==> config.mk <==
export PLATFORM = sky130hd
export DESIGN_NAME = rts_loader
export DESIGN_NICKNAME = d
export VERILOG_FILES = /design/src/rtl/core/rts_pkg.sv /design/src/rtl/core/rts_loader.sv
export SDC_FILE = /design/constraint.sdc
export NUM_CORES = 1
export LEC_CHECK = 0
export ABC_AREA = 1
export BUFFER_PORTS_ARGS = -buffer_cell sky130_fd_sc_hd__buf_2
export CORE_UTILIZATION = 29
export CTS_CLUSTER_SIZE = 16
export DETAILED_ROUTE_END_ITERATION = 8
export GPL_TIMING_DRIVEN = 0
export PLACE_DENSITY_LB_ADDON = 0.08
export SYNTH_ARGS = -nofsm -noshare
export SYNTH_HDL_FRONTEND = slang
export SYNTH_SLANG_ARGS = --single-unit
==> constraint.sdc <==
create_clock -name clock -period 1.9 [get_ports clock]
set_clock_uncertainty 0.05 [all_clocks]
set_input_delay 0.095 -clock clock [delete_from_list [all_inputs] [get_ports clock]]
set_output_delay 0.095 -clock clock [all_outputs]
set_load 0.02 [all_outputs]
==> src/rtl/core/rts_pkg.sv <==
// ----------------------------------------------------------------------------
// rts_pkg
// Shared types and constants for the record trailer strip block.
// ----------------------------------------------------------------------------
package rts_pkg;

   localparam int RECORD_BYTES_DEF     = 8192;
   localparam int MAX_VARINT_BYTES_DEF = 5;
   localparam int JOB_QUEUE_DEPTH      = 2;

   localparam int FLAGS_W   = 16;
   localparam int PAYLOAD_W = 14;
   localparam int OVERLAP_W = 2;
   localparam int STATUS_W  = 2;
   localparam int VARINT_DIGIT_W = 7;

   localparam logic [3:0] TOP_FLAG_BIT    = 4'd15;
   localparam logic [3:0] LAST_ENTRY_BIT  = 4'd1;
   localparam int         OVERLAP_FLAG_BIT = 0;
   localparam int         VARINT_END_BIT   = 7;

   typedef enum logic [STATUS_W-1:0] {
      ST_OK           = 2'd0,
      ST_TRAILER_LONG = 2'd1,
      ST_BEFORE_START = 2'd2,
      ST_OVERFLOW     = 2'd3
   } status_type;

   typedef enum logic [2:0] {
      W_IDLE,
      W_SCAN,
      W_VREAD,
      W_VUSE,
      W_VCHECK,
      W_OVL,
      W_OVL_USE
   } walk_state_type;

endpackage

==> src/rtl/core/rts_loader.sv <==
// ----------------------------------------------------------------------------
// rts_loader
// Front end: accept record bytes, write them to the store, count the length
// and queue a job at the last byte.
// ----------------------------------------------------------------------------
module rts_loader #(
   parameter int RECORD_BYTES = rts_pkg::RECORD_BYTES_DEF
) (
   input  logic                              clock,
   input  logic                              reset,
   input  logic                              req_valid,
   output logic                              req_stall,
   input  logic [7:0]                        req_data_byte,
   input  logic                              req_last_byte,
   output logic                              wr_en,
   output logic [$clog2(RECORD_BYTES)-1:0]   wr_addr,
   output logic [7:0]                        wr_data,
   output logic                              job_push,
   output logic [$clog2(RECORD_BYTES+1)-1:0] job_length,
   output logic                              job_overflow,
   input  logic                              queue_empty,
   input  logic                              walk_idle
);
   import rts_pkg::*;

   localparam int LEN_W  = $clog2(RECORD_BYTES + 1);
   localparam int ADDR_W = $clog2(RECORD_BYTES);

   logic [LEN_W-1:0] length_ff, length_in;
   logic             overflow_ff, overflow_in;
   logic             wait_ff, wait_in;
   logic             accept, room;
   logic [LEN_W-1:0] length_next;
   logic             overflow_next;

   assign req_stall = wait_ff;
   assign accept    = req_valid && !wait_ff;
   assign room      = (length_ff < LEN_W'(RECORD_BYTES));

   assign wr_en   = accept && room;
   assign wr_addr = length_ff[ADDR_W-1:0];
   assign wr_data = req_data_byte;

   assign length_next   = room ? length_ff + 1'b1 : length_ff;
   assign overflow_next = overflow_ff || !room;

   assign job_push     = accept && req_last_byte;
   assign job_length   = length_next;
   assign job_overflow = overflow_next;

   always_comb begin
      length_in   = length_ff;
      overflow_in = overflow_ff;
      wait_in     = wait_ff;
      if (wait_ff && queue_empty && walk_idle) begin
         wait_in = 1'b0;
      end
      if (accept) begin
         if (req_last_byte) begin
            // hold off new bytes until the walker has finished reading
            length_in   = '0;
            overflow_in = 1'b0;
            wait_in     = 1'b1;
         end else begin
            length_in   = length_next;
            overflow_in = overflow_next;
         end
      end
   end

   always_ff @(posedge clock) begin
      if (reset) begin
         length_ff   <= '0;
         overflow_ff <= 1'b0;
         wait_ff     <= 1'b0;
      end else begin
         length_ff   <= length_in;
         overflow_ff <= overflow_in;
         wait_ff     <= wait_in;
      end
   end

endmodule

Word level (Yosys, flattened, before mapping)
Index checks and enable logic that the tools add are counted.
{"block": "totals", "ff_bits": 16, "wordCells": 19, "inputBits": 14, "output_inout_bits": 39}
{"block": "op_classes", "reduce_logical": 8, "order_cmp": 1, "n_mux": 6, "addsub": 1}
{"cell": "$mux 14", "count": 2}
{"cell": "$add 14x1->14 const B", "count": 1}
{"cell": "$lt 14x14->1 const B", "count": 1}
{"cell": "$logic_and 1x1->1", "count": 5}
{"cell": "$mux 1", "count": 4}
{"cell": "$logic_not 1->1", "count": 2}
{"cell": "$logic_or 1x1->1", "count": 1}

Longest topological paths before layout
Gate-level depths: netlist of run 1.
{"block": "logic_depth", "ltp_word": 5, "mapped_depth": 9, "mapped_depth_nobuf": 8}

Worst setup path after synthesis of run 1
No wires, ideal clock.
{"block": "synth_timing", "kind": "flip-flop to flip-flop", "start": "register length_ff[0]", "end": "register length_ff[6]", "stages_incl_launch_ff": 8, "required_ns": 1.778, "path_slack_ns": 0.360, "setup_ns": 0.072, "synth_period_minus_slack_ns": 1.540, "arrival_time_ns": 1.418, "n_path_buf": 0, "cell_sequence": "dfxtp_1 ha_1 nand2_2 nor2_8 nand2_2 xor2_2 nand2_1 a21oi_1"}
{"block": "synth_via", "elab_chain_cells": 3, "word_cells_on_any_way": 4, "classes_between": "add/sub: 1; order compare: 1; mux: 2"}
{"item": "from (decl)", "line": "rts_loader.sv:29", "text": "logic [LEN_W-1:0] length_ff, length_in;"}
{"item": "from (signal assigned)", "line": "rts_loader.sv:77", "text": "length_ff <= length_in;"}
{"item": "$add 14x1->14 / $lt 14x14->1 (equally long branches)", "line": "rts_loader.sv:44, rts_loader.sv:38"}
{"item": "$mux 14 (*)", "line": "rts_loader.sv:44", "text": "assign length_next = room ? length_ff + 1'b1 : length_ff;"}
{"item": "net job_length[6]", "line": "rts_loader.sv:19", "text": "output logic [$clog2(RECORD_BYTES+1)-1:0] job_length,"}
{"item": "$mux 14 (*)", "line": "rts_loader.sv:59", "text": "if (req_last_byte) begin"}
The timed path passes the listed nets; every way through them passes the cells marked *.
A chain may end at the register's enable or synchronous reset.

Worst setup path after layout of run 1
{"block": "layout_timing", "start": "register length_ff[0]", "end": "output job_length[8]"}
{"block": "layout_via", "elab_chain_cells": 2, "word_cells_on_any_way": 3, "classes_between": "add/sub: 1; order compare: 1; mux: 1"}
{"item": "$add 14x1->14 / $lt 14x14->1 (equally long branches)", "line": "rts_loader.sv:44, rts_loader.sv:38"}
{"item": "$mux 14 (*)", "line": "rts_loader.sv:44"}
{"item": "to (decl)", "line": "rts_loader.sv:19"}
Every way passes the cells marked *; elsewhere a longest branch is shown, timed or not.

==> impl_metrics.json, run 1 <==
{
  "crit_arrival_ps": 1570,
  "ys_seq_elements": 16,
  "htreeDepth": 1,
  "whs_ps": 32.50,
  "clk_latency_ps": 250,
  "relSlewSlack_pct": 59.92,
  "async_flop_share_pct": 0,
  "synth.cell_area_um2": 1217,
  "yosysMostFrequentCell": "nand2_1",
  "first_pass_iters": 4,
  "cp-start-kind": "flip-flop",
  "avgSynthCellArea_um2": 6.878,
  "ir_drop_mv": 0.2126,
  "vias_per_cell": 4.229,
  "clkSinkCount": 16,
  "r2r_setup_slack_ps": 450,
  "cts_max_path_buffers": 2,
  "clk_pin_slew_worst_paths_ps": 70,
  "ys_seq_area_share_pct": 26.31,
  "place_hpwl_um": 2140,
  "start_util_pct": 30.22,
  "final_antenna_net_count": 0,
  "dieArea_um2": 4461,
  "grt_max_degree": 11,
  "reg2reg_depth": 5,
  "slew_viol_final": 0,
  "synth_nets": 192,
  "yosysTopAreaCell": "dfxtp_1",
  "power_leakage_uw": 0.0008240,
  "syn_inst": 177,
  "vias": 1163,
  "numPlacedInstances": 271,
  "path_max_fanout": 8,
  "synth_edf_count": 0,
  "fmax_ghz": 0.5834,
  "min_to": "length_ff[11]$_SDFFE_PP0P_",
  "final.min_clock_period_ps": 1714,
  "cts_setup_buffers": 0,
  "portBuffers": 44,
  "worstHoldStart": "reset",
  "total_power_uw": 769.4,
  "synth_warnings": 0,
  "drtIter0Drc": 36,
  "gp_congestion": 0.7760,
  "hold_viol_final": 0,
  "final.setup.tns_ps": 0,
  "cts-resized-gates": 0,
  "tightestPinTransition_ps": 601.2,
  "fin_crit_sh_pct": 90.22,
  "path_class": "flip-flop to primary output",
  "synth_cell_type_count": 30,
  "nNetsFinal": 241,
  "root_buffer": "clkbuf_8",
  "cellPowerDensity_nw_per_um2": 494.3,
  "ys_top_cells_by_area": "dfxtp_1 26%, nand2_1 16%, buf_4 14%, inv_1 5.9%, a21oi_1 4.5%",
  "rsz0062_at_grt": "no",
  "yosys.area.top_type_share_pct": 26.31,
  "grt.overflow.total": 0,
  "core_um2": 4029,
  "areaGrowthSynthToFinish_pct": 27.85,
  "rows": 23,
  "hold_path_class": "primary input to flip-flop",
  "ys.flop_type": "dfxtp_1",
  "wl_per_cell_um": 10.24,
  "end_kind": "primary output",
  "layout.cells.non_filler": 275,
  "drive_above_1_share_pct": 40.89,
  "final_util_pct": 38.63,
  "seqCellArea_um2": 321.6,
  "worstHoldPathCells": 2,
  "status": "finished, final reports clean",
  "cts.hold.buffers_added": 0,
  "drc_errors": 0,
  "grt_pass1_wl_um": 4491,
  "antenna_found_initial": 0,
  "die_x_um": 66.79,
  "num_io_pins": 53,
  "wl_um": 2815,
  "crit_required_ps": 1750,
  "multi_input_area_um2": 609.3,
  "reg2reg_from": "req_stall$_SDFF_PP0_",
  "first_global_vias": 970,
  "setup_viol": 0,
  "r2r-end": "length_ff[9]$_SDFFE_PP0P_",
  "antenna_cells": 0,
  "cts_made_buffers": 3,
  "maxCapViolCount": 0,
  "grt.total_usage_pct": 13.63,
  "netlist_top_cells_count": "52 x nand2_1, 23 x buf_4, 19 x inv_1, 16 x dfxtp_1, 11 x a21oi_1",
  "die_h_um": 66.79,
  "cts_tree": "built",
  "fill_cells": 444
}
-- flip-flops by register name, summed over array words and instances (netlist names) --
| register | cells |
|---|---|
| req_stall | 1 |
| length_ff | 14 |
| overflow_ff | 1 |
-- logic make-up (layout without fill, tap and decap cells) --
logic type | after synthesis | after routing | synth area share, %
adders and majority gates | 1 | 1 | 1.028
buffers and inverters | 49 | 97 | 23.64
xor gates and xnor gates | 4 | 4 | 4.111
and+or+nand+nor | 90 | 90 | 36.28
DFF | 16 | 16 | 26.31
AOI/OAI and AO/OA | 17 | 17 | 8.633
-- worst max-delay path by stage --
stage,from,end,slack (ps),cells past startpoint
2_1_floorplan,length_ff[0]$_SDFFE_PP0P_,length_ff[6]$_SDFFE_PP0P_,360,7
5_1_grt,length_ff[5]$_SDFFE_PP0P_,job_length[13],60,6
3_3_place_gp,length_ff[0]$_SDFFE_PP0P_,job_length[8],340,8
6_report,length_ff[0]$_SDFFE_PP0P_,job_length[8],190,8
3_5_place_dp,length_ff[0]$_SDFFE_PP0P_,job_length[8],340,8
4_1_cts,length_ff[0]$_SDFFE_PP0P_,job_length[8],50,8
-- power breakdown --
group / internal (µW) / leakage (µW) / switching [µW]
logic: 44.0 / 0.000666 / 65.9
clock network: 184 / 0.0000288 / 132
registers: 339 / 0.000130 / 4.50
total: 567 / 0.000824 / 203
-- placed cells by master (no fill, tap or decap) --
cell type / n
dfxtp_1: 15
clkbuf_8: 4
nand4_1: 7
inv_4: 1
nor2_4: 1
xor2_2: 2
and2_1: 2
nor2_8: 2
a21o_1: 1
clkinv_1: 1
xnor2_1: 1
dfxtp_2: 1
a22oi_1: 1
nand2_1: 52
inv_1: 19
nor3_2: 1
ha_1: 1
or2_2: 1
a21oi_2: 4
a21oi_1: 11
buf_2: 44
nor2_1: 7
nand3_1: 10
buf_4: 23
xor2_1: 1
clkbuf_1: 2
nand2_2: 3
nor2_2: 1
nand3_2: 1
inv_2: 1
or2_1: 1
nor3_1: 1
buf_6: 2
-- layer usage --
metal,track usage (%),vias to the layer above,routed length (µm)
met5,0,-,0
met4,4.787,0,33
met3,3.253,5,190
met2,20.58,47,1149
met1,18.62,484,1442
li1,-,627,-
-- stage by stage --
stage / instance area [µm²] / setup slack, ps
final: 1556 / 185.8
after global routing: 1556 / 63.95
after CTS: 1555 / 54.00
after detailed placement: 1500 / 337.9
after global placement: 1500 / 337.4
after floorplan: 1217 / 360.0
-- cell type report --
class	instances	share of cell area, %
Sequential cell	16	20.66
Timing Repair Buffer	44	14.15
Buffer	27	13.02
Tap cell	50	4.019
Inverter	22	5.466
Multi-Input combinational cell	112	39.15
Clock buffer	4	3.537
-- critical path, cell delays in order, from the launching register on --
cell	delay, ps
dfxtp_2	410
ha_1	200
nand2_2	100
nor2_8	200
nand3_1	90
nand2_1	80
nand2_1	50
inv_1	40
buf_2	150
(Power assumes the default switching activity.)
==> run 2, diff against run 1 <==
==> constraint.sdc (replaced) <==
create_clock -name clock -period 1.9 [get_ports clock]
set_clock_uncertainty 0.05 [all_clocks]
set_input_delay 0.38 -clock clock [delete_from_list [all_inputs] [get_ports clock]]
set_output_delay 0.38 -clock clock [all_outputs]
set_load 0.02 [all_outputs]
==> run 2 against run 1 <==
  * Sequential cell count unchanged
  * Wire length up 5.9%
  * Register-to-register slack better by 50 ps
  * First-iteration DRC count up 22%
==> impl_metrics.json, run 2 (same netlist as run 1, synthesis figures left out) <==
{
  "fmax_ghz": 0.5361,
  "crit_required_ps": 1470,
  "hold_path_class": "primary input to flip-flop",
  "top_register": "length_ff",
  "htreeDepth": 1,
  "cp_slowest_stage_delay_ps": 370,
  "final_cell_mix": "49 x nand2_1, 38 x buf_2, 32 x buf_4",
  "layout.cells.non_filler": 282,
  "fill_cells": 427,
  "final_common_cell": "nand2_1",
  "wl_per_cell_um": 10.57,
  "status": "finished, final reports clean",
  "cts_max_path_buffers": 2,
  "worstHoldStart": "reset",
  "path_max_fanout": 8,
  "postLayoutCellArea_um2": 1717,
  "drtIter0Drc": 44,
  "cts_made_buffers": 3,
  "rsz0062_at_grt": "yes",
  "drive_above_1_share_pct": 50.86,
  "tightestPinTransition_ps": 622.0,
  "end_kind": "primary output",
  "cts.hold.buffers_added": 0,
  "num_io_pins": 53,
  "clk_latency_ps": 250,
  "hold_viol_final": 0,
  "grt.overflow.total": 0,
  "rows": 23,
  "path_class": "flip-flop to primary output",
  "portBuffers": 44,
  "maxCapViolCount": 0,
  "startpoint": "length_ff[1]$_SDFFE_PP0P_",
  "numPlacedInstances": 271,
  "relSlewSlack_pct": 58.53,
  "dieArea_um2": 4461,
  "cellPowerDensity_nw_per_um2": 451.3,
  "vias": 1209,
  "fin_crit_sh_pct": 98.17,
  "cp-start-kind": "flip-flop",
  "placed_cell_area_um2": 1500,
  "drc_errors": 0,
  "place_hpwl_um": 2140,
  "clk_pin_slew_worst_paths_ps": 70,
  "worstPathCellList": "ha_4 -> nand2_4 -> nor2_8 -> nand4_1 -> nand2_1 -> inv_1 -> buf_6",
  "cp_slowest_cell": "dfxtp_4",
  "slew_viol_final": 0,
  "die_h_um": 66.79,
  "setup_viol": 0,
  "die_x_um": 66.79,
  "whs_ps": 315.4,
  "clkSinkCount": 16,
  "start_util_pct": 30.22,
  "final_util_pct": 42.61,
  "grt_pass1_wl_um": 4609,
  "nNetsFinal": 248,
  "vias_per_cell": 4.287,
  "wl_um": 2981,
  "crit_arrival_ps": 1440,
  "grt.total_usage_pct": 13.88,
  "final.setup.tns_ps": 0,
  "first_global_vias": 1001,
  "antenna_found_initial": 0,
  "areaGrowthSynthToFinish_pct": 41.01,
  "reg2reg_from": "length_ff[1]$_SDFFE_PP0P_",
  "first_pass_iters": 4,
  "antenna_cells": 0,
  "power_leakage_uw": 0.0008814,
  "largest_reg_flops": 14,
  "root_buffer": "clkbuf_8",
  "core_um2": 4029,
  "gp_congestion": 0.7760,
  "cts_tree": "built",
  "grt_max_degree": 18,
  "final_antenna_net_count": 0,
  "ir_drop_mv": 0.2133,
  "final.min_clock_period_ps": 1865
}
run 2: stage by stage:
step	power (µW)	setup WS [ps]
floorplan	426.2	224.1
global placement	463.0	-13.95
detailed placement	462.7	9.452
CTS	782.7	4.974
global route	804.8	-46.65
finish	774.8	34.74
run 2: final timing paths:
kind | endpoint | slack (ps) | cells past startpoint
setup / recovery | job_length[8] | 30 | 7
hold / removal | length_ff[11]$_SDFFE_PP0P_ | 320 | 2
setup reg to reg | length_ff[8]$_SDFFE_PP0P_ | 500 | 7
hold reg to reg | overflow_ff$_SDFFE_PP0P_ | 400 | 2
run 2: power breakdown:
group / total [µW] / leakage, µW / switching (µW) / internal, µW
Clock: 320 / 0.0000288 / 136 / 184
Combinational: 116 / 0.000719 / 68.6 / 47.4
Sequential: 339 / 0.000134 / 3.26 / 335
Total: 775 / 0.000881 / 208 / 567
run 2: final cells by class:
class / instances / area [µm²] / share of cell area [%]
flip-flops and latches: 16 / 337.8 / 19.68
plain buffers: 26 / 202.7 / 11.81
well taps: 50 / 62.56 / 3.644
multi-input cells: 113 / 674.4 / 39.29
clock buffers: 4 / 55.05 / 3.207
repair buffers: 51 / 299.0 / 17.42
inverters: 22 / 85.08 / 4.956
run 2: timing repair:
item	in CTS	in global routing
pin swaps	2	6
buffers inserted	3	4
cloned	1	0
endpoints found under the setup margin	9	9
resized for setup	12	23
hold endpoints to repair	0	0
run 2: critical path, delay by kind of cell, from the launching register on:
family | cells | cell delay (ps)
fa+ha+maj | 1 | 150
buf+inv | 2 | 160
flops | 1 | 370
simple gates | 4 | 490
run 2: layer usage:
layer / GRT usage [%] / routed length, µm / share of wire [%] / vias to the layer above
met5: 0 / 0 / 0 / -
met4: 4.787 / 33 / 1.1 / 0
met3: 3.253 / 160 / 5.4 / 5
met2: 21.34 / 1281 / 43 / 42
met1: 18.72 / 1505 / 50 / 522
li1: - / - / - / 640
