`config.mk`:
```
export PLATFORM = sky130hd
export DESIGN_NAME = rts_walker
export DESIGN_NICKNAME = d
export VERILOG_FILES = /design/src/rtl/core/rts_pkg.sv /design/src/rtl/core/rts_walker.sv
export SDC_FILE = /design/constraint.sdc
export NUM_CORES = 1
export LEC_CHECK = 0
export BUFFER_PORTS_ARGS = -buffer_cell sky130_fd_sc_hd__buf_4
export CAP_MARGIN = 40
export CORE_ASPECT_RATIO = 1.25
export CORE_MARGIN = 2
export CORE_UTILIZATION = 45
export CTS_CLUSTER_DIAMETER = 200
export DETAILED_ROUTE_END_ITERATION = 8
export PLACE_DENSITY_LB_ADDON = 0.25
export SLEW_MARGIN = 20
export SYNTH_ARGS = -nofsm -noshare
export SYNTH_HDL_FRONTEND = slang
export SYNTH_SLANG_ARGS = --single-unit
```
`constraint.sdc`:
```
create_clock -name clock -period 4.54 [get_ports clock]
set_input_delay 0.908 -clock clock [delete_from_list [all_inputs] [get_ports clock]]
set_output_delay 0.908 -clock clock [all_outputs]
set_load 0.01 [all_outputs]
```
`src/rtl/core/rts_pkg.sv`:
```
// ----------------------------------------------------------------------------
// rts_pkg
// Shared types and constants for the record trailer strip block.
// ----------------------------------------------------------------------------
package rts_pkg;

   localparam int RECORD_BYTES_DEF     = 8192;
   localparam int MAX_VARINT_BYTES_DEF = 5;
   localparam int JOB_QUEUE_DEPTH      = 2;

   localparam int FLAGS_W   = 16;
   localparam int PAYLOAD_W = 14;
   localparam int OVERLAP_W = 2;
   localparam int STATUS_W  = 2;
   localparam int VARINT_DIGIT_W = 7;

   localparam logic [3:0] TOP_FLAG_BIT    = 4'd15;
   localparam logic [3:0] LAST_ENTRY_BIT  = 4'd1;
   localparam int         OVERLAP_FLAG_BIT = 0;
   localparam int         VARINT_END_BIT   = 7;

   typedef enum logic [STATUS_W-1:0] {
      ST_OK           = 2'd0,
      ST_TRAILER_LONG = 2'd1,
      ST_BEFORE_START = 2'd2,
      ST_OVERFLOW     = 2'd3
   } status_type;

   typedef enum logic [2:0] {
      W_IDLE,
      W_SCAN,
      W_VREAD,
      W_VUSE,
      W_VCHECK,
      W_OVL,
      W_OVL_USE
   } walk_state_type;

endpackage

```
`src/rtl/core/rts_walker.sv`:
```
// ----------------------------------------------------------------------------
// rts_walker
// Back end: walk back from the record end, strip trailing entries and the
// overlap entry, and hold the result in an output register.
// ----------------------------------------------------------------------------
module rts_walker #(
   parameter int RECORD_BYTES     = rts_pkg::RECORD_BYTES_DEF,
   parameter int MAX_VARINT_BYTES = rts_pkg::MAX_VARINT_BYTES_DEF
) (
   input  logic                              clock,
   input  logic                              reset,
   input  logic [rts_pkg::FLAGS_W-1:0]       flags,
   input  logic                              job_valid,
   input  logic [$clog2(RECORD_BYTES+1)-1:0] job_length,
   input  logic                              job_overflow,
   output logic                              job_pop,
   output logic                              rd_en,
   output logic [$clog2(RECORD_BYTES)-1:0]   rd_addr,
   input  logic [7:0]                        rd_data,
   output logic                              walk_idle,
   output logic                              rsp_valid,
   input  logic                              rsp_stall,
   output logic [rts_pkg::PAYLOAD_W-1:0]     rsp_payload_length,
   output logic [rts_pkg::OVERLAP_W-1:0]     rsp_overlap_length,
   output rts_pkg::status_type               rsp_status
);
   import rts_pkg::*;

   localparam int LEN_W  = $clog2(RECORD_BYTES + 1);
   localparam int ADDR_W = $clog2(RECORD_BYTES);
   localparam int TE_W   = VARINT_DIGIT_W * MAX_VARINT_BYTES;
   localparam int CMP_W  = (TE_W > LEN_W) ? TE_W : LEN_W;
   localparam int K_W    = $clog2(MAX_VARINT_BYTES + 1);

   walk_state_type        state_ff, state_in;
   logic [3:0]            bit_ff, bit_in;
   logic [LEN_W-1:0]      size_ff, size_in;
   logic [TE_W-1:0]       te_ff, te_in;
   logic [K_W-1:0]        k_ff, k_in;
   logic                  out_valid_ff, out_valid_in;
   logic [PAYLOAD_W-1:0]  out_len_ff, out_len_in;
   logic [OVERLAP_W-1:0]  out_ovl_ff, out_ovl_in;
   status_type            out_st_ff, out_st_in;

   logic                  fin;
   status_type            fin_st;
   logic [LEN_W-1:0]      fin_size;
   logic [OVERLAP_W-1:0]  fin_ovl;
   logic [5:0]            shamt;
   logic [TE_W-1:0]       te_next;

   assign shamt   = 6'(VARINT_DIGIT_W * (32'(k_ff) - 1));
   assign te_next = te_ff | (TE_W'(rd_data[VARINT_DIGIT_W-1:0]) << shamt);

   always_comb begin
      state_in = state_ff;
      bit_in   = bit_ff;
      size_in  = size_ff;
      te_in    = te_ff;
      k_in     = k_ff;
      job_pop  = 1'b0;
      rd_en    = 1'b0;
      rd_addr  = '0;
      fin      = 1'b0;
      fin_st   = ST_OK;
      fin_size = size_ff;
      fin_ovl  = '0;

      unique case (state_ff)
         W_IDLE: begin
            if (job_valid && !out_valid_ff) begin
               job_pop = 1'b1;
               if (job_overflow) begin
                  fin    = 1'b1;
                  fin_st = ST_OVERFLOW;
               end else begin
                  size_in  = job_length;
                  bit_in   = TOP_FLAG_BIT;
                  state_in = W_SCAN;
               end
            end
         end
         W_SCAN: begin
            if (flags[bit_ff]) begin
               k_in     = K_W'(1);
               te_in    = '0;
               state_in = W_VREAD;
            end else if (bit_ff == LAST_ENTRY_BIT) begin
               state_in = W_OVL;
            end else begin
               bit_in = bit_ff - 1'b1;
            end
         end
         W_VREAD: begin
            if (32'(k_ff) > 32'(size_ff)) begin
               fin    = 1'b1;
               fin_st = ST_BEFORE_START;
            end else begin
               rd_en    = 1'b1;
               rd_addr  = ADDR_W'(size_ff - LEN_W'(k_ff));
               state_in = W_VUSE;
            end
         end
         W_VUSE: begin
            te_in = te_next;
            if (rd_data[VARINT_END_BIT] || (32'(k_ff) == MAX_VARINT_BYTES)) begin
               state_in = W_VCHECK;
            end else begin
               k_in     = k_ff + 1'b1;
               state_in = W_VREAD;
            end
         end
         W_VCHECK: begin
            if (CMP_W'(te_ff) > CMP_W'(size_ff)) begin
               fin    = 1'b1;
               fin_st = ST_TRAILER_LONG;
            end else begin
               size_in = LEN_W'(CMP_W'(size_ff) - CMP_W'(te_ff));
               if (bit_ff == LAST_ENTRY_BIT) begin
                  state_in = W_OVL;
               end else begin
                  bit_in   = bit_ff - 1'b1;
                  state_in = W_SCAN;
               end
            end
         end
         W_OVL: begin
            if (!flags[OVERLAP_FLAG_BIT]) begin
               fin = 1'b1;
            end else if (size_ff == '0) begin
               fin    = 1'b1;
               fin_st = ST_BEFORE_START;
            end else begin
               rd_en    = 1'b1;
               rd_addr  = ADDR_W'(size_ff - 1'b1);
               state_in = W_OVL_USE;
            end
         end
         W_OVL_USE: begin
            fin = 1'b1;
            if (32'(rd_data[OVERLAP_W-1:0]) + 1 > 32'(size_ff)) begin
               fin_st = ST_TRAILER_LONG;
            end else begin
               fin_size = size_ff - LEN_W'(rd_data[OVERLAP_W-1:0]) - 1'b1;
               fin_ovl  = rd_data[OVERLAP_W-1:0];
            end
         end
         default: begin
            state_in = W_IDLE;
         end
      endcase

      out_valid_in = out_valid_ff;
      out_len_in   = out_len_ff;
      out_ovl_in   = out_ovl_ff;
      out_st_in    = out_st_ff;
      if (out_valid_ff && !rsp_stall) begin
         out_valid_in = 1'b0;
      end
      if (fin) begin
         state_in     = W_IDLE;
         out_valid_in = 1'b1;
         out_st_in    = fin_st;
         out_len_in   = (fin_st == ST_OK) ? PAYLOAD_W'(32'(fin_size)) : '0;
         out_ovl_in   = (fin_st == ST_OK) ? fin_ovl : '0;
      end
   end

   always_ff @(posedge clock) begin
      if (reset) begin
         state_ff     <= W_IDLE;
         out_valid_ff <= 1'b0;
      end else begin
         state_ff     <= state_in;
         out_valid_ff <= out_valid_in;
      end
   end

   always_ff @(posedge clock) begin
      bit_ff     <= bit_in;
      size_ff    <= size_in;
      te_ff      <= te_in;
      k_ff       <= k_in;
      out_len_ff <= out_len_in;
      out_ovl_ff <= out_ovl_in;
      out_st_ff  <= out_st_in;
   end

   assign walk_idle          = (state_ff == W_IDLE);
   assign rsp_valid          = out_valid_ff;
   assign rsp_payload_length = out_len_ff;
   assign rsp_overlap_length = out_ovl_ff;
   assign rsp_status         = out_st_ff;

endmodule

```
Word level (Yosys, flattened, before mapping) --
Cells that the tools add are included.
Word-level totals: output and inout bits 35, input bits 43, register bits after elaboration 78, word-level logic and storage cells 121
Operators by class: add/subtract/negate cells 9, eq/ne operators 18, $mul 1, bitwise operators 3, shifts and indexed selects 1, reductions and logical operators 19, muxes and demuxes 57, magnitude comparators 4
Operators with widths (count):
- $mux 14 | 5
- $pmux 35 s2 | 1
- $mux 13 | 3
- $mux 3 | 12
- $gt 35x14->1 | 1
- $mux 35 | 1
- $or 35x35->35 | 1
- $shl 7x6->35 | 1
- $gt 3x14->1 | 2
- $pmux 14 s2 | 1
- $pmux 13 s2 | 1
- $pmux 3 s7 | 1
- $mux 4 | 5
- $mux 1 | 16
- $ne 2x2->1 const B | 8
- $logic_not 14->1 | 1
- $sub 14x1->14 const B | 1
- $sub 14x14->14 | 1
- $sub 14x2->14 | 1
- $sub 13x1->13 const B | 1
- $sub 13x3->13 | 1
- $eq 3x3->1 const B | 4
- $pmux 4 s3 | 1
- $mux 2 | 5
- other kinds (31) | 37

Longest topological paths before layout --
depth after elaboration 7, gate-level depth with buffers 17, depth with buffers taken out 14

Worst setup path before layout --
Ideal clock, no wire load.
kind register to register, start point register k_ff[0], end point register te_ff[17], data pin, path buffers 3, clock period less this slack 4.123 ns, required time 4.400 ns, path slack 0.417 ns, arrival time 3.983 ns, library setup time 0.140 ns, stages on the path, launching flop included 18, cells stage by stage edfxtp_1 > clkbuf_1 > clkbuf_1 > inv_1 > ha_1 > inv_1 > ha_1 > ha_1 > and2_1 > ha_1 > fa_1 > xnor2_1 > nor2b_1 > clkbuf_1 > nand2_1 > nor2_1 > a311oi_1 > nor2_1
Between the ends: word-level cells in the longest chain between the ends 5
RTL lines:
- from (decl) | RTL line rts_walker.sv:39 | logic [K_W-1:0] k_ff, k_in;
- from (signal assigned) | RTL line rts_walker.sv:183 | k_ff <= k_in;
- $sub 3x1->4 | RTL line rts_walker.sv:52 | assign shamt = 6'(VARINT_DIGIT_W * (32'(k_ff) - 1));
- $mul 4x4->6 | RTL line rts_walker.sv:52
- named net shamt[0] | RTL line rts_walker.sv:49 | logic [5:0] shamt;
- $shl 7x6->35 | RTL line rts_walker.sv:53 | assign te_next = te_ff | (TE_W'(rd_data[VARINT_DIGIT_W-1:0]) << shamt);
- $or 35x35->35 | RTL line rts_walker.sv:53
- $pmux 35 s2 | RTL line rts_walker.sv:69 | unique case (state_ff)
- to (signal assigned) | RTL line rts_walker.sv:182 | te_ff <= te_in;
- to (decl) | RTL line rts_walker.sv:38 | logic [TE_W-1:0] te_ff, te_in;
The timed path passes the listed nets, and every way through them passes these cells. A chain may end at the register's enable or synchronous reset.

Worst setup path after layout --
start point register size_ff[1], end point output rd_addr[4]
Between the ends: word-level cells in the longest chain between the ends 4, elaborated cells on any way between the ends 8, classes of those cells add/sub: 2; order compare: 1; mux: 4; reduce/logical: 1
RTL lines:
- from (decl) | RTL line rts_walker.sv:37 | logic [LEN_W-1:0] size_ff, size_in;
- from (signal assigned) | RTL line rts_walker.sv:181 | size_ff <= size_in;
- $sub 13x1->13 / $logic_not 14->1 (equally long branches) | RTL line rts_walker.sv:135, rts_walker.sv:130
- $mux 13 | RTL line rts_walker.sv:130 | end else if (size_ff == '0) begin
- $mux 13 | RTL line rts_walker.sv:128 | if (!flags[OVERLAP_FLAG_BIT]) begin
- $pmux 13 s2 * | RTL line rts_walker.sv:69
- to (decl) | RTL line rts_walker.sv:18 | output logic [$clog2(RECORD_BYTES)-1:0] rd_addr,
Mark *: on every way between the ends. The rest lies on a longest branch, timed or not.

==> impl_results.md <==
* Run status: completed
* Starting DRT DRC Count at 341
* Setup_tns at 0 ps
* Routed Antenna Nets at 0
* CP startpoint: size_ff[1]$_DFFE_PP_
* Max FO, Critical Path at 13
* Share of cells above drive strength 1 at 0.1787
* Worst VDD drop at 255.8 µV
* Synth Area per Inst at 9.281 µm²
* CTS max path bufs at 2
* Die Height at 136.4 µm
* DR vias/cell at 5.946
* Setup violators final at 0
* Drt wl/cell at 18.33 µm
* Cell taking the most area after synthesis: edfxtp_1
* MaxCap Viol Count at 0
* Most common cell after layout, fill and taps aside: buf_4
* Worst Skew at 6.339 ps
* Dpl hpwl at 13.02 mm
* Reg area at 2302 µm²
* EDFF count, synth at 74
* GRT overflow at 0
* Hold path depth at 2
* CTS buffer count at 9
* H-tree levels at 3
* Worst hold-check path type: flop to flop
* Yosys reg bits at 78
* Placer congestion estimate at 0.9802
* Final nets at 846
* Worst setup path class: flop to primary output
* # IOs at 78
* Slew headroom at 0.4455
* Post-Syn Nets at 781
* Footprint of the multi-input gates at 3680 µm²
* Fraction of registers with async set/reset at 0
* Filler cell count at 1226
* Seq/Total Area, Yosys at 0.3648
* DRT Pass-1 Iters at 5
* Buf/Inv on CP at 2
* Top Family by Delay on Critical Path: simple AND/OR/NAND/NOR gates
* Maximum clock frequency at 0.2291 GHz
* Tcrit/Tclk final at 0.9613
* CTS tree: done
* CP required at 3630 ps
* Largest stage delay, worst path at 570 ps
* Worst reg2reg path depth at 15
* Die Wd at 109.9 µm
* Yosys warns at 0
* Initial core utilization at 0.4589
* Initial antenna violation count at 0
* Final Max Tran Viols at 0
* Post-CTS Setup Bufs at 0
* Clk_lat worst skew at 350 ps
* CTS resizes at 0
* Synth top area share at 0.3521
* Die area at 14990 µm²
* CP Cell Sequence: inv_1, ha_1, nor3b_1, or4b_4, or2b_1, o22ai_1, mux2_2, buf_4
* Post-Syn Area at 6311 µm²
* Total Wirelength at 16.96 mm
* Most frequent cells in the layout: 86 x buf_4, 74 x edfxtp_1, 68 x nor2_1, 62 x a21oi_1, 54 x ha_1
* Crit start category: flop
* Final Hold Vio Count at 0
* Vias in the first global route at 5378
* RR Endpoint: te_ff[16]$_SDFFCE_PP0P_
* Pre-CTS WS at 634.3 ps
* GRT Overall Usage at 0.2383
* First-pass GRT wire length at 27.66 mm
* CP arrival at 3460 ps
* Residual DRC at 0
* N_diodes at 0
* R2r setup slk at 570 ps
* CP Capture Type: primary output
* Row count at 48
* Gate Count Post-Synth at 680
* Port-buffer cells at 77
* Reg clk slew, reported paths at 60 ps
* CP max stage cell: or4b_4
* Final worst setup slack at 175.8 ps
* Min Tclk post-route at 4364 ps
* Worst slew pin tran at 824.2 ps
* Power Density at 443.6 nW/µm²
* Largest net degree at the start of global routing at 40
* Hold Path End: rsp_valid$_SDFFE_PP0P_
* P_leak at 2.965 nW
* Core area at 13750 µm²
* Area Overhead vs Synth at 16.75%
* Via count at 5500
* Min-delay src: rsp_valid$_SDFFE_PP0P_
* Reg-to-Reg Start: k_ff[1]$_SDFFCE_PP0P_
* Post-synth top flop: edfxtp_1
* Hold Buf Count CTS at 0
* TritonCTS Sinks at 78
* Area contributors post-synth: edfxtp_1 35%, ha_1 11%, a21oi_1 4.9%, nor2_1 4.1%, mux4_2 3.2%
* Synth cell types at 72
* CTS root buffer: clkbuf_16
* Setup repair after global routing missed its margin: no
==> flip-flops by register name, indices dropped and copies added (netlist names) <==
name and cells:
rsp_overlap_length 2, k_ff 3, rsp_status 2, bit_ff 4, rsp_payload_length 14, rsp_valid 1
state_ff 3, te_ff 35, size_ff 14
==> cell families (layout without fill, tap and decap cells) <==
family | after synthesis | in the layout | share of synthesized area
xor gates and xnor gates | 20 | 20 | 0.02776
adders and majority gates | 58 | 58 | 0.1197
DFF | 78 | 78 | 0.3648
and+or+nand+nor | 241 | 241 | 0.1985
buffers and inverters | 83 | 153 | 0.05313
AOI/OAI and AO/OA | 181 | 181 | 0.1874
muxes | 19 | 19 | 0.04877
==> metal layers <==
metal,up-vias,wire [µm],part of all wire,global-route usage
met5,-,0,0,0
met4,0,561,0.033,0.1062
met3,37,958,0.056,0.03691
met2,199,8374,0.49,0.3971
met1,2606,7064,0.42,0.3017
li1,2658,-,-,-
==> power breakdown <==
group          internal, mW  total (mW)  switching, mW
logic                 0.518        1.34          0.824
clock network         0.484       0.801          0.318
registers             0.995        1.13          0.130
total                  2.00        3.27           1.27
==> cell usage after synthesis, types with 4 or more instances <==
| cell type | number |
|---|---|
| a2111oi_0 | 4 |
| a211oi_1 | 11 |
| a21o_1 | 4 |
| a21oi_1 | 62 |
| a22o_1 | 5 |
| a31oi_1 | 8 |
| and2_1 | 4 |
| and3_1 | 6 |
| buf_2 | 9 |
| clkbuf_1 | 21 |
| dfxtp_1 | 4 |
| edfxtp_1 | 74 |
| fa_1 | 4 |
| ha_1 | 54 |
| inv_1 | 49 |
| mux2_2 | 4 |
| mux2i_1 | 6 |
| mux4_2 | 9 |
| nand2_1 | 39 |
| nand2b_1 | 12 |
| nand3_1 | 15 |
| nand3b_1 | 7 |
| nor2_1 | 69 |
| nor2b_1 | 12 |
| nor3_1 | 32 |
| nor4_1 | 15 |
| o211ai_1 | 4 |
| o21a_1 | 9 |
| o21ai_0 | 30 |
| o22ai_1 | 8 |
| o31ai_1 | 9 |
| or2_2 | 4 |
| or3_1 | 5 |
| xnor2_1 | 17 |
==> layout make-up <==
class / instances / share of cell area
Timing Repair Buffer: 88 / 0.08966
Sequential cell: 78 / 0.3124
Clock buffer: 9 / 0.03057
Multi-Input combinational cell: 519 / 0.4994
Clock inverter: 7 / 0.01325
Inverter: 49 / 0.02496
Tap cell: 175 / 0.02972
==> worst max-delay path by stage <==
stage                              endpoint  slack [ps]  cells after the start
finish                           rd_addr[4]         180                      8
global route                     rd_addr[9]          40                      9
CTS                              rd_addr[4]         250                      8
detailed placement  te_ff[17]$_SDFFCE_PP0P_         630                     15
global placement                 rd_addr[4]         720                      8
floorplan           te_ff[17]$_SDFFCE_PP0P_         420                     17
==> stage by stage <==
stage               area, µm²  std cells  hold slack [ps]  utilization  total power, mW
finish                   7368        925            469.4       0.5358            3.269
global route             7368        925            498.0       0.5358            3.484
CTS                      7368        925            471.5       0.5358            3.269
detailed placement       7046        909            463.4       0.5123            2.464
global placement         7030        907            451.7       0.5112            2.433
floorplan                6311        680            481.7            -            2.045
==> worst reg2reg max path: cells and delay by family, from the launching register on <==
kind                       cells  cell delay (ps)
AOI/OAI and AO/OA              1               60
xor gates and xnor gates       2              490
adders and majority gates      5             1340
buffers and inverters          2              430
DFF                            1              450
and+or+nand+nor                5             1050
No activity file was read; power rests on OpenSTA's default activity.
