$ cat src/rtl/core/rts_pkg.sv
// ----------------------------------------------------------------------------
// rts_pkg
// Shared types and constants for the record trailer strip block.
// ----------------------------------------------------------------------------
package rts_pkg;

   localparam int RECORD_BYTES_DEF     = 8192;
   localparam int MAX_VARINT_BYTES_DEF = 5;
   localparam int JOB_QUEUE_DEPTH      = 2;

   localparam int FLAGS_W   = 16;
   localparam int PAYLOAD_W = 14;
   localparam int OVERLAP_W = 2;
   localparam int STATUS_W  = 2;
   localparam int VARINT_DIGIT_W = 7;

   localparam logic [3:0] TOP_FLAG_BIT    = 4'd15;
   localparam logic [3:0] LAST_ENTRY_BIT  = 4'd1;
   localparam int         OVERLAP_FLAG_BIT = 0;
   localparam int         VARINT_END_BIT   = 7;

   typedef enum logic [STATUS_W-1:0] {
      ST_OK           = 2'd0,
      ST_TRAILER_LONG = 2'd1,
      ST_BEFORE_START = 2'd2,
      ST_OVERFLOW     = 2'd3
   } status_type;

   typedef enum logic [2:0] {
      W_IDLE,
      W_SCAN,
      W_VREAD,
      W_VUSE,
      W_VCHECK,
      W_OVL,
      W_OVL_USE
   } walk_state_type;

endpackage

$ cat src/rtl/core/rts_job_fifo.sv
// ----------------------------------------------------------------------------
// rts_job_fifo
// Short queue of finished-record jobs between the loader and the walker.
// ----------------------------------------------------------------------------
module rts_job_fifo #(
   parameter int WIDTH = 1,
   parameter int DEPTH = rts_pkg::JOB_QUEUE_DEPTH
) (
   input  logic             clock,
   input  logic             reset,
   input  logic             push,
   input  logic [WIDTH-1:0] push_data,
   input  logic             pop,
   output logic [WIDTH-1:0] pop_data,
   output logic             empty,
   output logic             full
);
   import rts_pkg::*;

   localparam int PTR_W = (DEPTH > 1) ? $clog2(DEPTH) : 1;
   localparam int CNT_W = $clog2(DEPTH + 1);

   logic [WIDTH-1:0] entry_ff [DEPTH];
   logic [PTR_W-1:0] wr_ptr_ff, wr_ptr_in;
   logic [PTR_W-1:0] rd_ptr_ff, rd_ptr_in;
   logic [CNT_W-1:0] count_ff, count_in;
   logic             do_push, do_pop;

   assign empty   = (count_ff == '0);
   assign full    = (count_ff == CNT_W'(DEPTH));
   assign do_push = push && !full;
   assign do_pop  = pop && !empty;
   assign pop_data = entry_ff[rd_ptr_ff];

   always_comb begin
      wr_ptr_in = wr_ptr_ff;
      rd_ptr_in = rd_ptr_ff;
      count_in  = count_ff;
      if (do_push) begin
         wr_ptr_in = (wr_ptr_ff == PTR_W'(DEPTH - 1)) ? '0 : wr_ptr_ff + 1'b1;
      end
      if (do_pop) begin
         rd_ptr_in = (rd_ptr_ff == PTR_W'(DEPTH - 1)) ? '0 : rd_ptr_ff + 1'b1;
      end
      if (do_push && !do_pop) begin
         count_in = count_ff + 1'b1;
      end else if (do_pop && !do_push) begin
         count_in = count_ff - 1'b1;
      end
   end

   always_ff @(posedge clock) begin
      if (reset) begin
         wr_ptr_ff <= '0;
         rd_ptr_ff <= '0;
         count_ff  <= '0;
      end else begin
         wr_ptr_ff <= wr_ptr_in;
         rd_ptr_ff <= rd_ptr_in;
         count_ff  <= count_in;
      end
   end

   always_ff @(posedge clock) begin
      if (do_push) begin
         entry_ff[wr_ptr_ff] <= push_data;
      end
   end

endmodule

$ cat config.mk
export PLATFORM = sky130hd
export DESIGN_NAME = rts_job_fifo
export DESIGN_NICKNAME = d
export VERILOG_FILES = /design/src/rtl/core/rts_pkg.sv /design/src/rtl/core/rts_job_fifo.sv
export SDC_FILE = /design/constraint.sdc
export NUM_CORES = 1
export LEC_CHECK = 0
export BUFFER_PORTS_ARGS = -buffer_cell sky130_fd_sc_hd__buf_2
export CAP_MARGIN = 5
export CORE_AREA = 2 2 39 41
export DETAILED_ROUTE_END_ITERATION = 6
export DIE_AREA = 0 0 41 43
export PLACE_DENSITY_LB_ADDON = 0.05
export SLEW_MARGIN = 20
export SYNTH_ARGS = -nofsm -noshare
export SYNTH_HDL_FRONTEND = slang
export SYNTH_SLANG_ARGS = --single-unit
$ cat constraint.sdc
create_clock -name clock -period 3.62 [get_ports clock]
set_input_delay 0.181 -clock clock [delete_from_list [all_inputs] [get_ports clock]]
set_output_delay 0.181 -clock clock [all_outputs]
set_load 0.03 [all_outputs]
; Yosys cells after proc, flatten, opt, wreduce, memory -nomap -nowiden
; Memory sizes are Yosys's and may differ from the RTL's. A register that Yosys moved wholly into a read port is not among the register bits.
; Cells that the tools add are included.
[totals]
n_memories = 1
output_inout_bits = 3
mem_bits_rw = 2
ff_bits = 4
input_bits = 5
[memory_table]
columns = memory, depth, width, rd, rd_ports_with_merged_regs, write_ports, line
row1 = entry_ff, 2, 1, 1, 1, 1, rts_job_fifo.sv:23  ; logic [WIDTH-1:0] entry_ff [DEPTH];
[classes]
n_eq_ne = 1
addsub = 4
n_mux = 8
reduce_logical = 10
[ops]
columns = op, n
row1 = two-way mux 1 bit, 6
row2 = logical AND 1 bit, 4
row3 = zero test 1 bit, 4
row4 = two-way mux 2 bit, 2
row5 = "adder 1 bit, second input constant", 2
row6 = "adder 2 x 1 -> 2 bit, second input constant", 1
row7 = "== test 2 bit, second input constant", 1
row8 = zero test 2 bit, 1
row9 = nonzero test 2 bit, 1
row10 = "subtractor 2 x 1 -> 2 bit, second input constant", 1

; Logic depth before layout (Yosys ltp)
; Gate-level depths: netlist of run 1.
[depth]
depth_word = 7
depth_mapped = 6
mapped_depth_nobuf = 6

; Worst setup path before layout of run 1
; OpenSTA, ideal clock, no wires.
[synth_timing]
path_kind = register to register
start = reg count_ff[1]
end = reg count_ff[1]
path_buffers = 0
required_ns = 3.550
setup_time_ns = 0.070
arrival_time_ns = 1.599
slack_ns = 1.951
path_stages_with_launch = 6
path_cell_list = dfxtp_1 nor2b_2 nor2_1 ha_1 or3_1 a21oi_1
[synth_between]
elab_chain_cells = 6
[synth_rtl]
columns = element, line
row1 = start: declaration, rts_job_fifo.sv:26  ; logic [CNT_W-1:0] count_ff, count_in;
row2 = start signal: assignment, rts_job_fifo.sv:60  ; count_ff <= count_in;
row3 = == test 2 bit *, rts_job_fifo.sv:30  ; assign full = (count_ff == CNT_W'(DEPTH));
row4 = net full, rts_job_fifo.sv:16  ; output logic full
row5 = zero test 1 bit *, rts_job_fifo.sv:31  ; assign do_push = push && !full;
row6 = logical AND 1 bit *, rts_job_fifo.sv:31
row7 = net do_push, rts_job_fifo.sv:27  ; logic do_push, do_pop;
row8 = zero test 1 bit, rts_job_fifo.sv:47  ; end else if (do_pop && !do_push) begin
row9 = logical AND 1 bit, rts_job_fifo.sv:47
row10 = nonzero test 2 bit (no source line), --
; The timed path passes the listed nets; every way through them passes the cells marked *. The select of a mux whose other input is x is not followed.
; A chain may end at the register's enable or synchronous reset.

; Worst setup path in the final report of run 1
[layout_timing]
start = reg count_ff[0]
end = reg count_ff[1]
[layout_between]
elab_chain_cells = 6
[layout_rtl]
columns = element, line
row1 = == test 2 bit or zero test 2 bit (tied branches), "rts_job_fifo.sv:30, rts_job_fifo.sv:29"
row2 = zero test 1 bit (on tied branches), "rts_job_fifo.sv:31, rts_job_fifo.sv:32"
row3 = logical AND 1 bit (on tied branches), "rts_job_fifo.sv:31, rts_job_fifo.sv:32"
row4 = zero test 1 bit (on tied branches), "rts_job_fifo.sv:47, rts_job_fifo.sv:45"
row5 = logical AND 1 bit (on tied branches), "rts_job_fifo.sv:47, rts_job_fifo.sv:45"
row6 = nonzero test 2 bit (no source line) or two-way mux 2 bit (tied branches), --
; Several ways; a longest one is shown, not always the timed one. The select of a mux whose other input is x is not followed.

==> results of run 1 <==
Yosys cell counts:
| library cell | count | area (µm²) |
|---|---|---|
| nor2_1 | 5 | 18.8 |
| nor2b_2 | 1 | 8.76 |
| o21ai_0 | 3 | 15.0 |
| ha_1 | 1 | 12.5 |
| and2_1 | 1 | 6.26 |
| xor2_1 | 3 | 26.3 |
| dfxtp_1 | 5 | 100 |
| inv_1 | 2 | 7.51 |
| or3_1 | 2 | 12.5 |
| mux2_2 | 1 | 11.3 |
| a21oi_1 | 2 | 10.0 |
| edfxtp_1 | 2 | 60.1 |
layer usage:
layer / GRT usage (%) / vias to the layer above / share of wire (%)
li1: - / 115 / -
met1: 7.44 / 96 / 42
met2: 10.0 / 6 / 48
met3: 7.85 / 0 / 10
met4: 4.00 / 0 / 0
met5: 0 / - / 0
area by class of cell:
class | count | area (µm²) | share of cell area, %
multi-input cells | 19 | 121 | 32.8
inverters | 2 | 7.51 | 2.03
flip-flops and latches | 7 | 160 | 43.2
well taps | 16 | 20.0 | 5.41
repair buffers | 7 | 35.0 | 9.46
clock buffers | 4 | 26.3 | 7.09
logic make-up after synthesis:
| family | after synthesis |
|---|---|
| AND/OR/NAND/NOR | 9 |
| flip-flops | 7 |
| AO/OA/AOI/OAI | 5 |
| XOR/XNOR | 3 |
| buffers and inverters | 2 |
| multiplexers | 1 |
| adder cells (fa/ha/maj) | 1 |
worst max path at each step:
stage,from,end,slack (ns),cells after the start
3_5_place_dp,count_ff[0],count_ff[1],2.03,4
6_report,count_ff[0],count_ff[1],2.05,4
2_1_floorplan,count_ff[1],count_ff[1],1.95,5
3_3_place_gp,count_ff[0],count_ff[1],2.12,4
5_1_grt,count_ff[0],count_ff[1],1.87,4
4_1_cts,count_ff[0],count_ff[1],2.02,4
worst register-to-register path: stages, from the launching register on:
cell     delay [ns]
dfxtp_1        0.35
o21ai_0        0.31
ha_1           0.33
or3_1          0.35
a21oi_1        0.15
power groups by stage:
stage / clock network (W) / registers (W) / logic (W)
floorplan: 0 / 0.000120 / 0.000101
global placement: 0 / 0.000122 / 0.000125
finish: 0.0000703 / 0.000121 / 0.000127
global route: 0.0000793 / 0.000124 / 0.000141
detailed placement: 0 / 0.000124 / 0.000128
CTS: 0.0000751 / 0.000122 / 0.000129
per-stage QoR:
| step | power [W] | cells | worst slack, ns | utilization, % | area [µm²] |
|---|---|---|---|---|---|
| finish | 0.000318 | 55 | 2.05 | 26.8 | 370 |
| floorplan | 0.000220 | 28 | 1.95 | - | 289 |
| global placement | 0.000247 | 51 | 2.12 | 24.9 | 344 |
| global route | 0.000345 | 55 | 1.87 | 26.8 | 370 |
| CTS | 0.000326 | 55 | 2.02 | 26.8 | 370 |
| detailed placement | 0.000251 | 51 | 2.03 | 24.9 | 344 |
==> impl_metrics.tcl, run 1 <==
set metrics [dict create \
    final_common_cell "buf_2" \
    finalSetupViolCount 0 \
    finalSetupTns_ns 0 \
    dpl.hpwl_um 396 \
    fill_cells 151 \
    routed_wl_um 506 \
    crit_type "reg -> reg" \
    rsz0062_at_grt "false" \
    antenna_found_initial 0 \
    postCtsResizedCells 0 \
    synth-xor-area-share_pct 9.09 \
    synth_compound_area_share_pct 8.66 \
    cts_max_path_buffers 2 \
    tritoncts "built" \
    syn_nets 34 \
    grt-ovfl-total 0 \
    fp.dieW_um 41 \
    postCtsHoldBufs 0 \
    diodes 0 \
    whs_ns 0.118 \
    syn_area_um2 289 \
    first_pass_iters 4 \
    grt_pass1_wl_um 800 \
    hold_viol_final 0 \
    synth_top_family_by_area "simple AND/OR/NAND/NOR gates" \
    hold_path_startpoint "push_data" \
    die_y_um 43 \
    swShare_pct 38.2 \
    port_buffers 7 \
    hold-path-cell-count 1 \
    final_antenna_net_count 0 \
    arrival_ns 1.75 \
    cts_inserted_buffers 3 \
    grt_util_all_layers_pct 7.65 \
    skew_ns 0.00243 \
    end_kind "flop" \
    ys_ff_latch 7 \
    hold_end "entry_ff[0]" \
    peakVddDrop_mv 0.358 \
    syn_inst 28 \
    h-tree-depth 1 \
    via_per_inst 3.95 \
    slowest_delay_ns 0.35 \
    via_count 217 \
    hp-class "in -> reg" \
    core-area_um2 1380 \
    post-cts-setup-buffers 0 \
    layout_common_cells "buf_2, nor2_1, dfxtp_1" \
    critPathTopFamily "compound AO/OA/AOI/OAI gates" \
    slew_violations 0 \
    pwr-share-seq_pct 38.0 \
    crit_path_top_delay_cell "dfxtp_1" \
    outcome "finished clean" \
    p_per_area_nw_per_um2 859 \
    yosys.area_share.simple_pct 16.0 \
    rr_worst_depth 4 \
    crit_chain "o21ai_0 > ha_1 > or3_1 > a21oi_1" \
    ys_types 12 \
    drc 0 \
    grt_pass1_vias 204 \
    nets 46 \
    drt_iter0_drc 4 \
    pwr-share-clk_pct 22.1 \
    slew_headroom_pct 77.5 \
    areaGrowthSynthToFinish_pct 28.1 \
    ys_warn_count 0 \
    dieArea_um2 1760 \
    yosysSeqAreaShare_pct 55.4 \
    startpoint_type "flop" \
    syn_area_per_cell_um2 10.3 \
    internal-power_w 0.000197 \
    p_leak_nw 0.166 \
    synth_fa_ha_area_share_pct 4.33 \
    netSwitchingPower_w 0.000121 \
    worstMarginPinSlew_ns 0.334 \
    gp_congestion 0.645 \
    cts_root_buf "clkbuf_4" \
    timing.final.crit_share_pct 43.4 \
    period_needed_ns 1.57 \
    rrSetupSlack_ns 2.05 \
    crit_fanout 5 \
    wl_per_cell_um 9.20 \
    required_ns 3.80 \
    num_rows 14 \
    grt_max_degree 6 \
    cap_violations 0 \
    max_freq_mhz 636 \
    numClockSinks 7 \
    r2r-end "count_ff[1]" \
    clk_pin_slew_ns 0.05 \
    r2r-start "count_ff[0]" \
    pin_count 8 \
    critPathBufInv 0 \
    clk_latency_ns 0.25 \
    combinationalPowerShare_pct 39.9 \
    drive_gt1_share_pct 30.8 \
    synthMuxAreaShare_pct 3.90 \
    initial_utilization_pct 20.9 \
]
(Power assumes the default switching activity.)
==> run 2, diff against run 1 <==
- ABC_AREA: not set -> 1
- clock period: 3.62 -> 1.65 ns (I/O delays scaled with it)
==> impl_metrics.tcl, run 2 <==
set metrics [dict create \
    arrival_ns 1.63 \
    yosysSeqAreaShare_pct 49.4 \
    fin_ws_ns 0.210 \
    swShare_pct 42.1 \
    outcome "finished clean" \
    fp.dieW_um 41 \
    startpoint_type "flop" \
    h-tree-depth 1 \
    hp-class "in -> reg" \
    post-cts-setup-buffers 0 \
    antenna_found_initial 0 \
    grt_util_all_layers_pct 8.33 \
    synth_top_cell_by_area "dfxtp_1" \
    postCtsResizedCells 0 \
    rsz0062_at_grt "false" \
    drc 0 \
    syn_nets 46 \
    num_rows 14 \
    drt_iter0_drc 3 \
    dieArea_um2 1760 \
    syn_area_per_cell_um2 8.10 \
    synth_top_family_by_area "simple AND/OR/NAND/NOR gates" \
    utilization_pct 29.3 \
    synth_compound_area_share_pct 11.6 \
    internal-power_w 0.000432 \
    synthMuxAreaShare_pct 3.47 \
    ys_ff_latch 7 \
    tritoncts "built" \
    yosys.area_share.simple_pct 21.2 \
    synth_area_leaders "dfxtp_1, edfxtp_1, nor2_1" \
    ys_warn_count 0 \
    worstMarginPinSlew_ns 0.259 \
    routed_wl_um 594 \
    syn_area_um2 324 \
    grt-ovfl-total 0 \
    port_buffers 7 \
    max_freq_mhz 694 \
    die_y_um 43 \
    synth_most_common_cell "nor2_1" \
    crit_chain "inv_2 > o21ai_2 > inv_2 > ha_1 > inv_1 > nand3_1 > nand2_1 > inv_1 > nor2_1" \
    grt_pass1_wl_um 910 \
    required_ns 1.84 \
    p_leak_nw 0.192 \
    diodes 0 \
    wl_per_cell_um 8.87 \
    pre_cts_ws_ns 0.204 \
    p_per_area_nw_per_um2 1840 \
    crit_type "reg -> reg" \
    pwr-share-clk_pct 20.8 \
    cap_violations 0 \
    skew_ns 0.00224 \
    clk_pin_slew_ns 0.05 \
    final_antenna_net_count 0 \
    cts_max_path_buffers 2 \
    yosysTopAreaCellShare_pct 30.9 \
    numClockSinks 7 \
    ys_types 16 \
    synthFlopType "dfxtp_1" \
    synth_fa_ha_area_share_pct 3.86 \
    clk_latency_ns 0.25 \
    pwr-share-seq_pct 36.7 \
    finalSetupViolCount 0 \
    period_needed_ns 1.44 \
    netSwitchingPower_w 0.000313 \
    crit_fanout 4 \
    crit_path_top_delay_cell "dfxtp_1" \
    syn_inst 40 \
    dpl.hpwl_um 471 \
    nets 58 \
    postCtsHoldBufs 0 \
    async_reset_ff_share_pct 0 \
    slew_violations 0 \
    drive_gt1_share_pct 33.3 \
    slew_headroom_pct 82.7 \
    end_kind "flop" \
    synth-edff-count 2 \
    via_count 277 \
    netlist_top_cells_count "nor2_1, inv_1, dfxtp_1" \
    combinationalPowerShare_pct 42.5 \
    peakVddDrop_mv 0.791 \
    timing.final.crit_share_pct 87.3 \
    grt_pass1_vias 254 \
    grt_max_degree 7 \
    core-area_um2 1380 \
    hold_viol_final 0 \
    first_pass_iters 4 \
    synth-xor-area-share_pct 0 \
    via_per_inst 4.13 \
    cts_inserted_buffers 3 \
    slowest_delay_ns 0.40 \
    finalSetupTns_ns 0 \
    layout_common_cells "nor2_1, buf_2, inv_1, dfxtp_1" \
    cts_root_buf "clkbuf_4" \
    areaGrowthSynthToFinish_pct 25.1 \
    initial_utilization_pct 23.4 \
    pin_count 8 \
    final_common_cell "nor2_1" \
    gp_congestion 0.688 \
]
[run 2: cell type report]
class                      count  area [µm²]
clock buffer                   4        26.3
fill                         156         978
inverter                       9        33.8
multi-input combinational     24         130
sequential                     7         160
tap                           16        20.0
timing repair buffer           7        35.0
[run 2: path summary, 6_finish.rpt]
path,from,cells after the start,slack [ns],endpoint
max,count_ff[1],9,0.21,count_ff[1]
min,push_data,1,0.03,entry_ff[1]
max reg2reg,count_ff[1],9,0.21,count_ff[1]
min reg2reg,wr_ptr_ff,2,0.51,wr_ptr_ff
[run 2: power groups by stage]
stage	Sequential, W	Combinational [W]	Clock (W)
finish	0.000273	0.000317	0.000155
global route	0.000280	0.000355	0.000173
CTS	0.000275	0.000320	0.000163
detailed placement	0.000278	0.000318	0
global placement	0.000275	0.000315	0
floorplan	0.000268	0.000252	0
[run 2: cells by family after synthesis]
kind of cell,after synthesis
compound gates,6
fa+ha+maj,1
buf+inv,9
flops,7
mux,1
simple gates,16
[run 2: per-stage QoR]
step                instances  hold slack, ns  total power (W)  instance area, µm²
floorplan                  40           0.181         0.000520                 324
global placement           63           0.274         0.000590                 379
detailed placement         63           0.279         0.000597                 379
CTS                        67          0.0192         0.000757                 405
global route               67          0.0211         0.000808                 405
finish                     67          0.0276         0.000745                 405
[run 2: metal layers]
layer | share of wire [%] | track usage, % | up-vias
li1 | - | - | 147
met1 | 45 | 9.00 | 123
met2 | 48 | 11.6 | 5
met3 | 6.1 | 3.14 | 2
met4 | 0.84 | 8.00 | 0
met5 | 0 | 0 | -
[run 2: critical path: cells and delay by family (launching register included)]
| family | cells | cell delay (ns) |
|---|---|---|
| compound gates | 1 | 0.20 |
| flops | 1 | 0.40 |
| buf+inv | 4 | 0.25 |
| fa+ha+maj | 1 | 0.32 |
| simple gates | 3 | 0.21 |
==> run 3, diff against run 2 <==
- CTS_BUF_LIST: not set -> sky130_fd_sc_hd__clkbuf_4
==> impl_metrics.tcl, run 3 (synthesis gave the netlist of run 2 again) <==
set metrics [dict create \
    slew_violations 0 \
    finalSetupTns_ns 0 \
    arrival_ns 1.63 \
    port_buffers 7 \
    grt_pass1_wl_um 910 \
    grt_util_all_layers_pct 8.33 \
    hold_viol_final 0 \
    nets 58 \
    cts_root_buf "clkbuf_4" \
    grt_pass1_vias 254 \
    cts_inserted_buffers 3 \
    utilization_pct 29.6 \
    startpoint_type "flop" \
    areaGrowthSynthToFinish_pct 26.3 \
    timing.final.crit_share_pct 87.3 \
    gp_congestion 0.688 \
    dieArea_um2 1760 \
    drt_iter0_drc 3 \
    hp-class "in -> reg" \
    clk_latency_ns 0.25 \
    p_leak_nw 0.195 \
    via_count 277 \
    final_antenna_net_count 0 \
    period_needed_ns 1.44 \
    swShare_pct 41.2 \
    cts_max_path_buffers 2 \
    cap_violations 0 \
    finalSetupViolCount 0 \
    max_freq_mhz 694 \
    combinationalPowerShare_pct 41.6 \
    outcome "finished clean" \
    grt-ovfl-total 0 \
    num_rows 14 \
    pwr-share-seq_pct 35.9 \
    antenna_found_initial 0 \
    clk_pin_slew_ns 0.05 \
    postCtsHoldBufs 0 \
    wl_per_cell_um 8.87 \
    grt_max_degree 7 \
    skew_ns 0.00234 \
    diodes 0 \
    routed_wl_um 594 \
    h-tree-depth 1 \
    postPlaceCellArea_um2 379 \
    p_per_area_nw_per_um2 1860 \
    post-cts-setup-buffers 0 \
    p_total_w 0.000761 \
    crit_fanout 4 \
    worstMarginPinSlew_ns 0.259 \
    final_common_cell "nor2_1" \
    netSwitchingPower_w 0.000313 \
    final_area_um2 409 \
    pwr-share-clk_pct 22.5 \
    required_ns 1.84 \
    drive_gt1_share_pct 35.3 \
    first_pass_iters 4 \
    die_y_um 43 \
    numClockSinks 7 \
    tritoncts "built" \
    peakVddDrop_mv 0.835 \
    initial_utilization_pct 23.4 \
    end_kind "flop" \
    layout_common_cells "nor2_1, buf_2, inv_1, dfxtp_1, clkbuf_4" \
    core-area_um2 1380 \
    via_per_inst 4.13 \
    slew_headroom_pct 82.7 \
    pin_count 8 \
    dpl.hpwl_um 471 \
    fp.dieW_um 41 \
    postCtsResizedCells 0 \
    rsz0062_at_grt "false" \
    internal-power_w 0.000448 \
    drc 0 \
    crit_type "reg -> reg" \
]
==> run 3: cell counts in the layout (fill, tap and decap cells not counted) <==
Identical to the previous run, type by type.
==> run 3: critical path: stages, from the launching register on <==
cell	delay (ns)
dfxtp_1	0.40
inv_2	0.07
o21ai_2	0.20
inv_2	0.06
ha_1	0.32
inv_1	0.08
nand3_1	0.07
nand2_1	0.06
inv_1	0.04
nor2_1	0.08
==> run 3: area by class of cell <==
cell class,count,area [µm²]
Sequential cell,7,160
Fill cell,156,975
Tap cell,16,20.0
Timing Repair Buffer,7,35.0
Inverter,9,33.8
Multi-Input combinational cell,24,130
Clock buffer,4,30.0
==> run 3: per-layer routing <==
metal  share of wire, %  GRT usage [%]  routed length, µm
met4               0.84           8.00                  5
met1                 45           9.00                265
met2                 48           11.6                287
met5                  0              0                  0
met3                6.1           3.14                 36
==> run 3: power groups by stage <==
| stage | clock [W] | sequential [W] | combinational, W |
|---|---|---|---|
| after global placement | 0 | 0.000275 | 0.000315 |
| after global routing | 0.000189 | 0.000280 | 0.000355 |
| after detailed placement | 0 | 0.000278 | 0.000318 |
| after floorplan | 0 | 0.000268 | 0.000252 |
| final | 0.000171 | 0.000273 | 0.000317 |
| after CTS | 0.000179 | 0.000275 | 0.000320 |
==> run 3: metrics by stage <==
step	instances	hold slack (ns)	setup slack (ns)
2_1_floorplan	40	0.181	0.344
3_3_place_gp	63	0.274	0.256
3_5_place_dp	63	0.279	0.204
4_1_cts	67	0.0192	0.192
5_1_grt	67	0.0211	0.0882
6_report	67	0.0276	0.210
==> run 3: final timing paths <==
kind	end	slack (ns)	start	depth (start not counted)
max reg2reg	count_ff[1]	0.21	count_ff[1]	9
min reg2reg	wr_ptr_ff	0.51	wr_ptr_ff	2
max	count_ff[1]	0.21	count_ff[1]	9
min	entry_ff[1]	0.03	push_data	1
